===== src/rtl/core/assert_macros.svh =====
// -----------------------------------------------------------------------------
// Assertion macros
// Concurrent assertion wrappers shared by the RTL; empty when synthesizing.
// -----------------------------------------------------------------------------
`ifndef ASSERT_MACROS_SVH
`define ASSERT_MACROS_SVH

`ifndef SYNTHESIS

// Checked at every rising edge of clk, off while rst is high.
`define GFFC_ASSERT(lbl, clk, rst, prop, msg) \
  lbl: assert property (@(posedge clk) disable iff (rst) prop) else $error(msg);

// Checked at every rising edge of clk, reset included.
`define GFFC_ASSERT_ALWAYS(lbl, clk, prop, msg) \
  lbl: assert property (@(posedge clk) prop) else $error(msg);

`else

`define GFFC_ASSERT(lbl, clk, rst, prop, msg)
`define GFFC_ASSERT_ALWAYS(lbl, clk, prop, msg)

`endif

`endif


===== src/rtl/core/gffc_pkg.sv =====
// -----------------------------------------------------------------------------
// Flood fill connectivity package
// Widths, register codes and the sequencer program of the fill unit.
// -----------------------------------------------------------------------------
package gffc_pkg;

  localparam int GRID_MAX_SIDE = 16;
  localparam int CELLS         = GRID_MAX_SIDE * GRID_MAX_SIDE;
  localparam int SIDE_W        = $clog2(GRID_MAX_SIDE);
  localparam int IDX_W         = 2 * SIDE_W;
  localparam int MEM_DEPTH     = 1 << IDX_W;
  localparam int PTR_W         = $clog2(MEM_DEPTH + 1);
  localparam int DIM_W         = $clog2(GRID_MAX_SIDE + 1);
  localparam int AREA_W        = 2 * DIM_W;
  localparam int CNT_W         = $clog2(CELLS + 1);

  localparam int COORD_W   = 4;
  localparam int SIZE_W    = 5;
  localparam int OUT_CNT_W = 9;
  localparam int CFG_IDX_W = 2;
  localparam int CFG_DAT_W = 5;

  localparam logic [SIZE_W-1:0]  GRID_WIDTH_RST  = 5'd10;
  localparam logic [SIZE_W-1:0]  GRID_HEIGHT_RST = 5'd10;
  localparam logic [COORD_W-1:0] START_X_RST     = 4'd5;
  localparam logic [COORD_W-1:0] START_Y_RST     = 4'd5;

  typedef enum logic [CFG_IDX_W-1:0] {
    REG_GRID_WIDTH  = 2'd0,
    REG_GRID_HEIGHT = 2'd1,
    REG_START_X     = 2'd2,
    REG_START_Y     = 2'd3
  } cfg_reg_t;

  typedef enum logic [1:0] {
    DIR_LEFT,
    DIR_RIGHT,
    DIR_UP,
    DIR_DOWN
  } dir_t;

  typedef enum logic [3:0] {
    STEP_CLEAR,
    STEP_IDLE,
    STEP_WRITE,
    STEP_INIT,
    STEP_SEED,
    STEP_POP,
    STEP_NREAD,
    STEP_NTEST,
    STEP_SWEEP_RD,
    STEP_SWEEP_WR,
    STEP_EMIT
  } step_t;

  typedef enum logic [3:0] {
    OP_CLEAR,
    OP_ACCEPT,
    OP_WRITE,
    OP_INIT,
    OP_SEED,
    OP_POP,
    OP_NREAD,
    OP_NTEST,
    OP_SWEEP_RD,
    OP_SWEEP_WR,
    OP_EMIT
  } uop_t;

  typedef enum logic [2:0] {
    C_NEVER,
    C_CLR_BUSY,
    C_NO_ACCEPT,
    C_NO_CHECK,
    C_START_OUT,
    C_QUEUE_EMPTY,
    C_DIR_MORE,
    C_OUT_BUSY
  } cond_t;

  // One control word: the branch target is taken when cond holds, else seq.
  typedef struct packed {
    logic  in_rdy;
    uop_t  op;
    cond_t cond;
    step_t br;
    step_t seq;
  } ucode_t;

  function automatic ucode_t ucode_rom(step_t s);
    ucode_t w;
    case (s)
      STEP_CLEAR:    w = '{1'b0, OP_CLEAR,    C_CLR_BUSY,    STEP_CLEAR,    STEP_IDLE};
      STEP_IDLE:     w = '{1'b1, OP_ACCEPT,   C_NO_ACCEPT,   STEP_IDLE,     STEP_WRITE};
      STEP_WRITE:    w = '{1'b0, OP_WRITE,    C_NO_CHECK,    STEP_IDLE,     STEP_INIT};
      STEP_INIT:     w = '{1'b0, OP_INIT,     C_START_OUT,   STEP_EMIT,     STEP_SEED};
      STEP_SEED:     w = '{1'b0, OP_SEED,     C_NEVER,       STEP_POP,      STEP_POP};
      STEP_POP:      w = '{1'b0, OP_POP,      C_QUEUE_EMPTY, STEP_SWEEP_RD, STEP_NREAD};
      STEP_NREAD:    w = '{1'b0, OP_NREAD,    C_NEVER,       STEP_NTEST,    STEP_NTEST};
      STEP_NTEST:    w = '{1'b0, OP_NTEST,    C_DIR_MORE,    STEP_NREAD,    STEP_POP};
      STEP_SWEEP_RD: w = '{1'b0, OP_SWEEP_RD, C_NEVER,       STEP_SWEEP_WR, STEP_SWEEP_WR};
      STEP_SWEEP_WR: w = '{1'b0, OP_SWEEP_WR, C_QUEUE_EMPTY, STEP_EMIT,     STEP_SWEEP_RD};
      STEP_EMIT:     w = '{1'b0, OP_EMIT,     C_OUT_BUSY,    STEP_EMIT,     STEP_IDLE};
      default:       w = '{1'b0, OP_EMIT,     C_NEVER,       STEP_IDLE,     STEP_IDLE};
    endcase
    return w;
  endfunction

  // Out-of-range sizes are pulled into one to GRID_MAX_SIDE.
  function automatic logic [DIM_W-1:0] clamp_side(logic [SIZE_W-1:0] v);
    logic [DIM_W-1:0] r;
    if (v == '0) begin
      r = DIM_W'(1);
    end else if (32'(v) > GRID_MAX_SIDE) begin
      r = DIM_W'(GRID_MAX_SIDE);
    end else begin
      r = DIM_W'(v);
    end
    return r;
  endfunction

endpackage


===== src/rtl/core/gffc_cell_if.sv =====
// -----------------------------------------------------------------------------
// Cell write channel
// Valid/ready channel carrying one cell write word and its check flag.
// -----------------------------------------------------------------------------
interface gffc_cell_if;
  import gffc_pkg::*;

  logic               valid;
  logic               ready;
  logic [COORD_W-1:0] cell_x;
  logic [COORD_W-1:0] cell_y;
  logic               blocked;
  logic               check_now;

  modport source (output valid, output cell_x, output cell_y, output blocked,
                  output check_now, input ready);
  modport sink   (input valid, input cell_x, input cell_y, input blocked,
                  input check_now, output ready);
endinterface


===== src/rtl/core/gffc_result_if.sv =====
// -----------------------------------------------------------------------------
// Connectivity result channel
// Valid/ready channel carrying one fill result word.
// -----------------------------------------------------------------------------
interface gffc_result_if;
  import gffc_pkg::*;

  logic                 valid;
  logic                 ready;
  logic                 accessible;
  logic [OUT_CNT_W-1:0] reached_count;
  logic [OUT_CNT_W-1:0] free_count;

  modport source (output valid, output accessible, output reached_count,
                  output free_count, input ready);
  modport sink   (input valid, input accessible, input reached_count,
                  input free_count, output ready);
endinterface


===== src/rtl/core/grid_flood_fill_connectivity_unit.sv =====
// -----------------------------------------------------------------------------
// Grid flood fill connectivity unit
// Stores a grid of blocked marks and runs a 4-connected breadth-first fill
// from the start cell on request, reporting reached and free cell counts.
// -----------------------------------------------------------------------------
// A plain cell write is accepted, then read-modify-writes the map. A checked
// write then runs the fill and gives its result word, or goes straight to the
// result when the start cell lies outside the area; each reached cell costs a
// queue pop, a map read and test per neighbor, and a read and write to wipe its
// mark. After reset a clearing pass sweeps both maps before the first word is
// taken; configuration writes are taken throughout.
module grid_flood_fill_connectivity_unit (
  input  logic                      clk,
  input  logic                      rst,
  input  logic                      cfg_wen,
  input  logic [gffc_pkg::CFG_IDX_W-1:0] cfg_index,
  input  logic [gffc_pkg::CFG_DAT_W-1:0] cfg_data,
  gffc_cell_if.sink                 cells,
  gffc_result_if.source             results
);
  import gffc_pkg::*;

  `include "assert_macros.svh"

  logic [SIZE_W-1:0]  grid_width;
  logic [SIZE_W-1:0]  grid_height;
  logic [COORD_W-1:0] start_x;
  logic [COORD_W-1:0] start_y;

  step_t  pc;
  step_t  pc_next;
  ucode_t uw;
  logic   cond_true;

  logic [IDX_W-1:0] clr_cnt;
  logic [CNT_W-1:0] blocked_total;
  logic [CNT_W-1:0] reach_count;
  logic [PTR_W-1:0] head;
  logic [PTR_W-1:0] tail;
  dir_t             dir;

  logic             item_inside;
  logic             item_blocked;
  logic             item_check;
  logic [IDX_W-1:0] item_addr;

  logic             blocked_mem [MEM_DEPTH];
  logic             b_rd;
  logic             b_we;
  logic             b_re;
  logic             b_wdata;
  logic [IDX_W-1:0] b_waddr;
  logic [IDX_W-1:0] b_raddr;

  logic [IDX_W-1:0] q_mem [MEM_DEPTH];
  logic [IDX_W-1:0] q_rd;
  logic             q_we;
  logic             q_re;
  logic [IDX_W-1:0] q_wdata;

  logic             visited_mem [MEM_DEPTH];
  logic             v_rd;
  logic             v_we;
  logic             v_wdata;
  logic [IDX_W-1:0] v_waddr;

  logic [DIM_W-1:0]  w;
  logic [DIM_W-1:0]  h;
  logic [AREA_W-1:0] area;
  logic [AREA_W-1:0] free_wide;
  logic [CNT_W-1:0]  free_cells;
  logic              start_ok;
  logic [IDX_W-1:0]  start_addr;
  logic              accept;
  logic [IDX_W-1:0]  in_addr;
  logic              in_inside;

  logic [SIDE_W-1:0] cx;
  logic [SIDE_W-1:0] cy;
  logic [SIDE_W-1:0] nx;
  logic [SIDE_W-1:0] ny;
  logic              nb_ok;
  logic [IDX_W-1:0]  n_addr;
  logic              n_ok;
  logic              push;

  logic                 out_valid;
  logic                 out_acc;
  logic [OUT_CNT_W-1:0] out_reached;
  logic [OUT_CNT_W-1:0] out_free;
  logic                 emit_load;

  always_ff @(posedge clk) begin
    if (rst) begin
      grid_width  <= GRID_WIDTH_RST;
      grid_height <= GRID_HEIGHT_RST;
      start_x     <= START_X_RST;
      start_y     <= START_Y_RST;
    end else if (cfg_wen) begin
      case (cfg_reg_t'(cfg_index))
        REG_GRID_WIDTH:  grid_width  <= cfg_data;
        REG_GRID_HEIGHT: grid_height <= cfg_data;
        REG_START_X:     start_x     <= cfg_data[COORD_W-1:0];
        REG_START_Y:     start_y     <= cfg_data[COORD_W-1:0];
        default: begin
        end
      endcase
    end
  end

  always_comb begin
    w          = clamp_side(grid_width);
    h          = clamp_side(grid_height);
    area       = AREA_W'(w) * AREA_W'(h);
    free_wide  = (area > AREA_W'(blocked_total)) ? area - AREA_W'(blocked_total) : '0;
    free_cells = CNT_W'(free_wide);
    start_ok   = (32'(start_x) < 32'(w)) && (32'(start_y) < 32'(h));
    start_addr = {SIDE_W'(start_y), SIDE_W'(start_x)};
    in_addr    = {SIDE_W'(cells.cell_y), SIDE_W'(cells.cell_x)};
    in_inside  = (32'(cells.cell_x) < GRID_MAX_SIDE) && (32'(cells.cell_y) < GRID_MAX_SIDE);
  end

  // Sequencer.
  assign uw          = ucode_rom(pc);
  assign cells.ready = uw.in_rdy;
  assign accept      = cells.valid && uw.in_rdy;
  assign emit_load   = (uw.op == OP_EMIT) && !(out_valid && !results.ready);

  always_ff @(posedge clk) begin
    if (rst) begin
      pc <= STEP_CLEAR;
    end else begin
      pc <= pc_next;
    end
  end

  always_comb begin
    case (uw.cond)
      C_NEVER:       cond_true = 1'b0;
      C_CLR_BUSY:    cond_true = clr_cnt != '1;
      C_NO_ACCEPT:   cond_true = !accept;
      C_NO_CHECK:    cond_true = !item_check;
      C_START_OUT:   cond_true = !start_ok;
      C_QUEUE_EMPTY: cond_true = head == tail;
      C_DIR_MORE:    cond_true = dir != DIR_DOWN;
      C_OUT_BUSY:    cond_true = out_valid && !results.ready;
      default:       cond_true = 1'b0;
    endcase
    pc_next = cond_true ? uw.br : uw.seq;
  end

  // Neighbor of the cell at the queue head for the current direction.
  always_comb begin
    cx = q_rd[SIDE_W-1:0];
    cy = q_rd[IDX_W-1:SIDE_W];
    nx = cx;
    ny = cy;
    case (dir)
      DIR_LEFT: begin
        nb_ok = cx != '0;
        nx    = cx - SIDE_W'(1);
      end
      DIR_RIGHT: begin
        nb_ok = (32'(cx) + 32'd1) < 32'(w);
        nx    = cx + SIDE_W'(1);
      end
      DIR_UP: begin
        nb_ok = cy != '0;
        ny    = cy - SIDE_W'(1);
      end
      DIR_DOWN: begin
        nb_ok = (32'(cy) + 32'd1) < 32'(h);
        ny    = cy + SIDE_W'(1);
      end
      default: nb_ok = 1'b0;
    endcase
  end

  assign push = (uw.op == OP_NTEST) && n_ok && !v_rd && !b_rd;

  always_comb begin
    b_we    = 1'b0;
    b_wdata = 1'b0;
    b_waddr = item_addr;
    b_re    = 1'b0;
    b_raddr = in_addr;
    q_we    = 1'b0;
    q_wdata = n_addr;
    q_re    = 1'b0;
    v_we    = 1'b0;
    v_wdata = 1'b0;
    v_waddr = n_addr;
    case (uw.op)
      OP_CLEAR: begin
        b_we    = 1'b1;
        b_waddr = clr_cnt;
        v_we    = 1'b1;
        v_waddr = clr_cnt;
      end
      OP_ACCEPT: b_re = accept;
      OP_WRITE: begin
        b_we    = item_inside && (b_rd != item_blocked);
        b_wdata = item_blocked;
      end
      OP_SEED: begin
        q_we    = 1'b1;
        q_wdata = start_addr;
        v_we    = 1'b1;
        v_wdata = 1'b1;
        v_waddr = start_addr;
      end
      OP_POP:   q_re = head != tail;
      OP_NREAD: begin
        b_re    = 1'b1;
        b_raddr = {ny, nx};
      end
      OP_NTEST: begin
        q_we    = push && (tail < PTR_W'(MEM_DEPTH));
        v_we    = push;
        v_wdata = 1'b1;
      end
      OP_SWEEP_RD: q_re = 1'b1;
      OP_SWEEP_WR: begin
        v_we    = 1'b1;
        v_waddr = q_rd;
      end
      default: begin
      end
    endcase
  end

  always_ff @(posedge clk) begin
    if (b_we) begin
      blocked_mem[b_waddr] <= b_wdata;
    end
    if (b_re) begin
      b_rd <= blocked_mem[b_raddr];
    end
  end

  always_ff @(posedge clk) begin
    if (q_we) begin
      q_mem[tail[IDX_W-1:0]] <= q_wdata;
    end
    if (q_re) begin
      q_rd <= q_mem[head[IDX_W-1:0]];
    end
  end

  always_ff @(posedge clk) begin
    if (v_we) begin
      visited_mem[v_waddr] <= v_wdata;
    end
    if (uw.op == OP_NREAD) begin
      v_rd <= visited_mem[b_raddr];
    end
  end

  always_ff @(posedge clk) begin
    if (accept) begin
      item_addr    <= in_addr;
      item_inside  <= in_inside;
      item_blocked <= cells.blocked;
      item_check   <= cells.check_now;
    end
    if (uw.op == OP_NREAD) begin
      n_addr <= {ny, nx};
      n_ok   <= nb_ok;
    end
    if (emit_load) begin
      out_acc     <= reach_count == free_cells;
      out_reached <= OUT_CNT_W'(reach_count);
      out_free    <= OUT_CNT_W'(free_cells);
    end
  end

  always_ff @(posedge clk) begin
    if (rst) begin
      clr_cnt       <= '0;
      blocked_total <= '0;
      reach_count   <= '0;
      head          <= '0;
      tail          <= '0;
      dir           <= DIR_LEFT;
    end else begin
      case (uw.op)
        OP_CLEAR: clr_cnt <= clr_cnt + IDX_W'(1);
        OP_WRITE: begin
          if (b_we) begin
            if (item_blocked) begin
              blocked_total <= blocked_total + CNT_W'(1);
            end else if (blocked_total != '0) begin
              blocked_total <= blocked_total - CNT_W'(1);
            end
          end
        end
        OP_INIT: begin
          head        <= '0;
          tail        <= '0;
          reach_count <= '0;
        end
        OP_SEED: begin
          tail        <= PTR_W'(1);
          reach_count <= CNT_W'(1);
        end
        OP_POP: begin
          dir <= DIR_LEFT;
          if (head != tail) begin
            head <= head + PTR_W'(1);
          end else begin
            head <= '0;
          end
        end
        OP_NTEST: begin
          dir <= dir_t'(dir + 2'd1);
          if (push) begin
            reach_count <= reach_count + CNT_W'(1);
            if (tail < PTR_W'(MEM_DEPTH)) begin
              tail <= tail + PTR_W'(1);
            end
          end
        end
        OP_SWEEP_RD: head <= head + PTR_W'(1);
        default: begin
        end
      endcase
    end
  end

  always_ff @(posedge clk) begin
    if (rst) begin
      out_valid <= 1'b0;
    end else if (emit_load) begin
      out_valid <= 1'b1;
    end else if (results.ready) begin
      out_valid <= 1'b0;
    end
  end

  assign results.valid         = out_valid;
  assign results.accessible    = out_acc;
  assign results.reached_count = out_reached;
  assign results.free_count    = out_free;

  `GFFC_ASSERT(a_head_le_tail, clk, rst, head <= tail, "Queue head passed its tail.")
  `GFFC_ASSERT(a_count_tail, clk, rst, 32'(reach_count) == 32'(tail), "Count and tail differ.")
  `GFFC_ASSERT(a_map_wr, clk, rst, b_we |-> (pc == STEP_CLEAR || pc == STEP_WRITE), "Stray map write.")
  `GFFC_ASSERT(a_accept_write, clk, rst, accept |=> (pc == STEP_WRITE), "Accept without write.")

endmodule


===== src/flat_wrapper.sv =====
// flat-port wrapper written by rule: the top's interface ports become plain ports
module grid_flood_fill_connectivity_unit_flat import gffc_pkg::*;
  (clk, rst, cfg_wen, cfg_index, cfg_data, cells_valid, cells_cell_x, cells_cell_y, cells_blocked, cells_check_now, cells_ready, results_valid, results_accessible, results_reached_count, results_free_count, results_ready);
  gffc_cell_if cells_i ();
  gffc_result_if results_i ();
  input  logic clk;
  input  logic rst;
  input  logic cfg_wen;
  input  logic [gffc_pkg::CFG_IDX_W-1:0] cfg_index;
  input  logic [gffc_pkg::CFG_DAT_W-1:0] cfg_data;
  input wire logic [$bits(cells_i.valid)-1:0] cells_valid;
  input wire logic [$bits(cells_i.cell_x)-1:0] cells_cell_x;
  input wire logic [$bits(cells_i.cell_y)-1:0] cells_cell_y;
  input wire logic [$bits(cells_i.blocked)-1:0] cells_blocked;
  input wire logic [$bits(cells_i.check_now)-1:0] cells_check_now;
  output wire logic [$bits(cells_i.ready)-1:0] cells_ready;
  output wire logic [$bits(results_i.valid)-1:0] results_valid;
  output wire logic [$bits(results_i.accessible)-1:0] results_accessible;
  output wire logic [$bits(results_i.reached_count)-1:0] results_reached_count;
  output wire logic [$bits(results_i.free_count)-1:0] results_free_count;
  input wire logic [$bits(results_i.ready)-1:0] results_ready;
  assign cells_i.valid = cells_valid;
  assign cells_i.cell_x = cells_cell_x;
  assign cells_i.cell_y = cells_cell_y;
  assign cells_i.blocked = cells_blocked;
  assign cells_i.check_now = cells_check_now;
  assign cells_ready = cells_i.ready;
  assign results_valid = results_i.valid;
  assign results_accessible = results_i.accessible;
  assign results_reached_count = results_i.reached_count;
  assign results_free_count = results_i.free_count;
  assign results_i.ready = results_ready;
  grid_flood_fill_connectivity_unit u_core (.clk(clk), .rst(rst), .cfg_wen(cfg_wen), .cfg_index(cfg_index), .cfg_data(cfg_data), .cells(cells_i), .results(results_i));
endmodule

===== config.mk =====
export PLATFORM = sky130hd
export DESIGN_NAME = grid_flood_fill_connectivity_unit_flat
export DESIGN_NICKNAME = d
export VERILOG_FILES = /design/src/rtl/core/gffc_pkg.sv /design/src/rtl/core/gffc_cell_if.sv /design/src/rtl/core/gffc_result_if.sv /design/src/rtl/core/grid_flood_fill_connectivity_unit.sv /design/src/flat_wrapper.sv
export VERILOG_INCLUDE_DIRS = /design/src /design/src/rtl/core
export SDC_FILE = /design/constraint.sdc
export NUM_CORES = 2
export LEC_CHECK = 0
export BUFFER_PORTS_ARGS = -buffer_cell sky130_fd_sc_hd__buf_4
export CAP_MARGIN = 30
export CORE_UTILIZATION = 25
export CTS_CLUSTER_SIZE = 28
export DETAILED_ROUTE_END_ITERATION = 10
export HOLD_SLACK_MARGIN = 0.08
export PLACE_DENSITY_LB_ADDON = 0.15
export SYNTH_ARGS = -nofsm -noshare
export SYNTH_HDL_FRONTEND = slang
export SYNTH_SLANG_ARGS = --single-unit

===== constraint.sdc =====
create_clock -name clk -period 16.5 [get_ports clk]
set_input_delay 3.3 -clock clk [delete_from_list [all_inputs] [get_ports clk]]
set_output_delay 3.3 -clock clk [all_outputs]
set_load 0.01 [all_outputs]

==> results.toml <==
[outcome]
status = "finished clean"

[critical_path]
slowest_delay_ns = 0.84
crit_family = "compound AO/OA/AOI/OAI gates"
cp.required_ns = 17.27
worst_path_max_delay_cell = "buf_4"
crit_path_cell_trace = "buf_4, a32o_1, nor2_4, buf_4, nand2_1, a311o_1, a22o_1, or4_1, a41oi_1, a311o_1"
cp.arrival_ns = 7.05
critical_path.max_fanout = 72
critPathLaunchType = "input port"
path_buf_inv = 2
worstSetupPathType = "in -> reg"
critical_path.endpoint_type = "flip-flop"

[clocking]
h-tree-depth = 5
root_buffer = "clkbuf_16"
tritoncts = "built"
clk_pin_slew_worst_paths_ns = 0.06
cts_resized = 0
clk_latency_ns = 0.96
cts_buffers = 309
cts.path.max_buffers = 4
cts_sinks = 2689
postCtsHoldBufs = 0
postCtsSetupBuffers = 0

[detailed_routing]
first_iter_violations = 5216
post_drt_wl_per_cell_um = 25.7
top_layer_used = "met4"
wl_met1_um = 149000
drc = 0
wl_um = 322000
via_count = 57800
wl_met3_um = 14000
ant_nets = 0
viasPerCell = 4.62
drt_pass1_iterations = 7
routed-wl-met2_um = 152000

[sta]
fin_crit_sh = 0.381
tightestPinTransition_ns = 1.41
setup_tns_ns = 0
drv_slew = 0
fmax_mhz = 159
slew_headroom = 0.0610
hold_viol = 0
fin_crit_ns = 6.29
fin_worst_skew_ns = 0.123
setup-violations-final = 0
rsz0062_at_grt = "false"

[logic_synthesis]
synth_edf_count = 2608
syn_inst = 6281
async_flop_share = 0
synth-seq-cells = 2689
synthesis.nets = 6388
synth_common_cells = "2608 x edfxtp_1, 940 x nor2_1, 685 x mux4_2"
avgSynthCellArea_um2 = 17.5
synth_flop_cell = "edfxtp_1"
yosysSeqAreaShare = 0.725
synth_area_um2 = 110000
synth_most_common_cell = "edfxtp_1"
synthTopCellsByArea = "edfxtp_1 71%, mux4_2 14%, nor2_1 3.2%, nand2_1 1.7%, dfxtp_1 1.5%"
synth_warnings = 0
synth_top_area_cell = "edfxtp_1"
synth.top_cell.area_share = 0.711
synth_cell_types = 77

[global_routing]
grt_max_degree = 186
grt_pass1_vias = 59300
grt_pass1_wl_um = 459000
grt_use_total = 0.142
antenna_found_initial = 22
grt_overflow = 0

[layout]
multiInputGateArea_um2 = 28600
drive_gt1_frac = 0.203
syn_to_final_growth_pct = 16.1
nets = 6502
seq_area_um2 = 80000
instances_no_fill = 12500
fillCellCount = 43400

[power_and_ir_drop]
internal-power_mw = 11.6
p_per_area_nw_per_um2 = 118
ir_drop_mv = 0.0911
switching_share = 0.231
p_seq_frac = 0.495
combPwrFrac = 0.063
p_leak_nw = 38.3
p_switching_mw = 3.49
power_mw = 15.1
clkPwrFrac = 0.442

[die]
core_um2 = 438000
io_pins = 43
dieArea_um2 = 444000
row_count = 243
start_util = 0.251
die-width_um = 666
die_y_um = 666

[run]
max-cap-violations = 0

[place]
dpl.hpwl_um = 194000
place_congestion = 0.739
io_buffers = 42
dp.cells = 12000

[worst_hold_path]
min_path_type = "reg -> reg"
routing by layer:
layer | track usage | vias to the layer above
met1 | 0.203 | 31100
li1 | - | 25000
met3 | 0.0204 | 371
met5 | 0 | -
met4 | 0.0305 | 0
met2 | 0.230 | 1362
cell type report:
cell class                 count  area share
sequential                  2689       0.625
multi-input combinational   3146       0.224
clock buffer                 390      0.0642
tap                         5880      0.0575
timing repair buffer         185      0.0161
clock inverter               164      0.0117
inverter                      64     0.00188
antenna                        6    0.000117
worst paths after layout:
path                                     from                          to  slack (ns)  cells after the start
hold reg to reg    u_core.dir[1]$_SDFFE_PP0P_  u_core.dir[1]$_SDFFE_PP0P_        0.50                      2
setup / recovery              cells_cell_x[3]       u_core.v_rd$_DFFE_PP_       10.21                     10
setup reg to reg  u_core.head[0]$_SDFFE_PP0P_    u_core.q_rd[3]$_DFFE_PP_       10.40                      7
hold / removal     u_core.dir[1]$_SDFFE_PP0P_  u_core.dir[1]$_SDFFE_PP0P_        0.50                      2
worst register-to-register path, cell delays in order, from the launching register on:
cell and delay, ns:
dfxtp_4 0.86, buf_4 0.79, buf_4 0.84, buf_12 0.60, mux4_2 0.88, mux4_2 0.59, mux4_2 0.64, mux4_2 0.59
placed cells by master, fill, tap and decap left out, types with 11 or more instances in the layout:
| master | count |
|---|---|
| clkbuf_16 | 317 |
| xor2_1 | 27 |
| nand3_1 | 123 |
| nand2_1 | 477 |
| nand2_4 | 14 |
| inv_1 | 63 |
| dfxtp_1 | 75 |
| o21ai_0 | 70 |
| buf_4 | 137 |
| a31oi_1 | 27 |
| a211oi_1 | 38 |
| nand2b_1 | 16 |
| o22ai_1 | 16 |
| nor2b_1 | 22 |
| a21oi_1 | 114 |
| clkbuf_1 | 72 |
| mux2i_1 | 94 |
| a21o_1 | 13 |
| nor3_1 | 31 |
| and3_1 | 49 |
| edfxtp_1 | 2608 |
| or3_1 | 13 |
| and2_1 | 16 |
| nand3b_1 | 14 |
| buf_16 | 26 |
| clkinv_1 | 64 |
| nand2_2 | 12 |
| nand4_1 | 24 |
| bufinv_16 | 22 |
| ha_1 | 72 |
| xnor2_1 | 38 |
| nor4_1 | 20 |
| mux4_2 | 685 |
| o211ai_1 | 11 |
| clkinv_2 | 51 |
| fa_1 | 13 |
| a311oi_1 | 16 |
| nor2_1 | 938 |
cell families after synthesis:
group           synth area share
fa+ha+maj                 0.0105
xor+xnor                 0.00537
mux                        0.149
compound gates            0.0243
simple gates              0.0686
buf+inv                   0.0170
flops                      0.725
flip-flops by register name, summed over array words and instances (netlist names), 8 cells and up:
signal and cells:
u_core.uw 16, u_core.blocked_mem 256, u_core.head 9, u_core.q_rd 8, u_core.item_addr 8, u_core.blocked_total 9, u_core.visited_mem 256, u_core.results.free_count 9
u_core.n_addr 8, u_core.tail 9, u_core.clr_cnt 8, u_core.results.reached_count 9, u_core.reach_count 9, u_core.q_mem 2048
through the flow:
step | setup WS [ns] | util | instance area, µm² | hold slack [ns]
5_1_grt | 9.94 | 0.292 | 128000 | 0.530
6_report | 10.21 | 0.292 | 128000 | 0.496
4_1_cts | 10.13 | 0.291 | 128000 | 0.501
3_5_place_dp | 9.23 | 0.269 | 118000 | 0.494
3_3_place_gp | 9.31 | 0.268 | 117000 | 0.477
2_1_floorplan | 3.39 | - | 110000 | 0.406
power groups by stage:
stage	sequential, mW	combinational (mW)	clock (mW)
floorplan	7.63	0.550	0
global placement	7.63	0.886	0
detailed placement	7.63	0.971	0
CTS	7.48	0.975	6.88
global route	7.49	1.04	7.11
finish	7.48	0.956	6.69
Note: power is estimated with default switching activity, not from simulation.
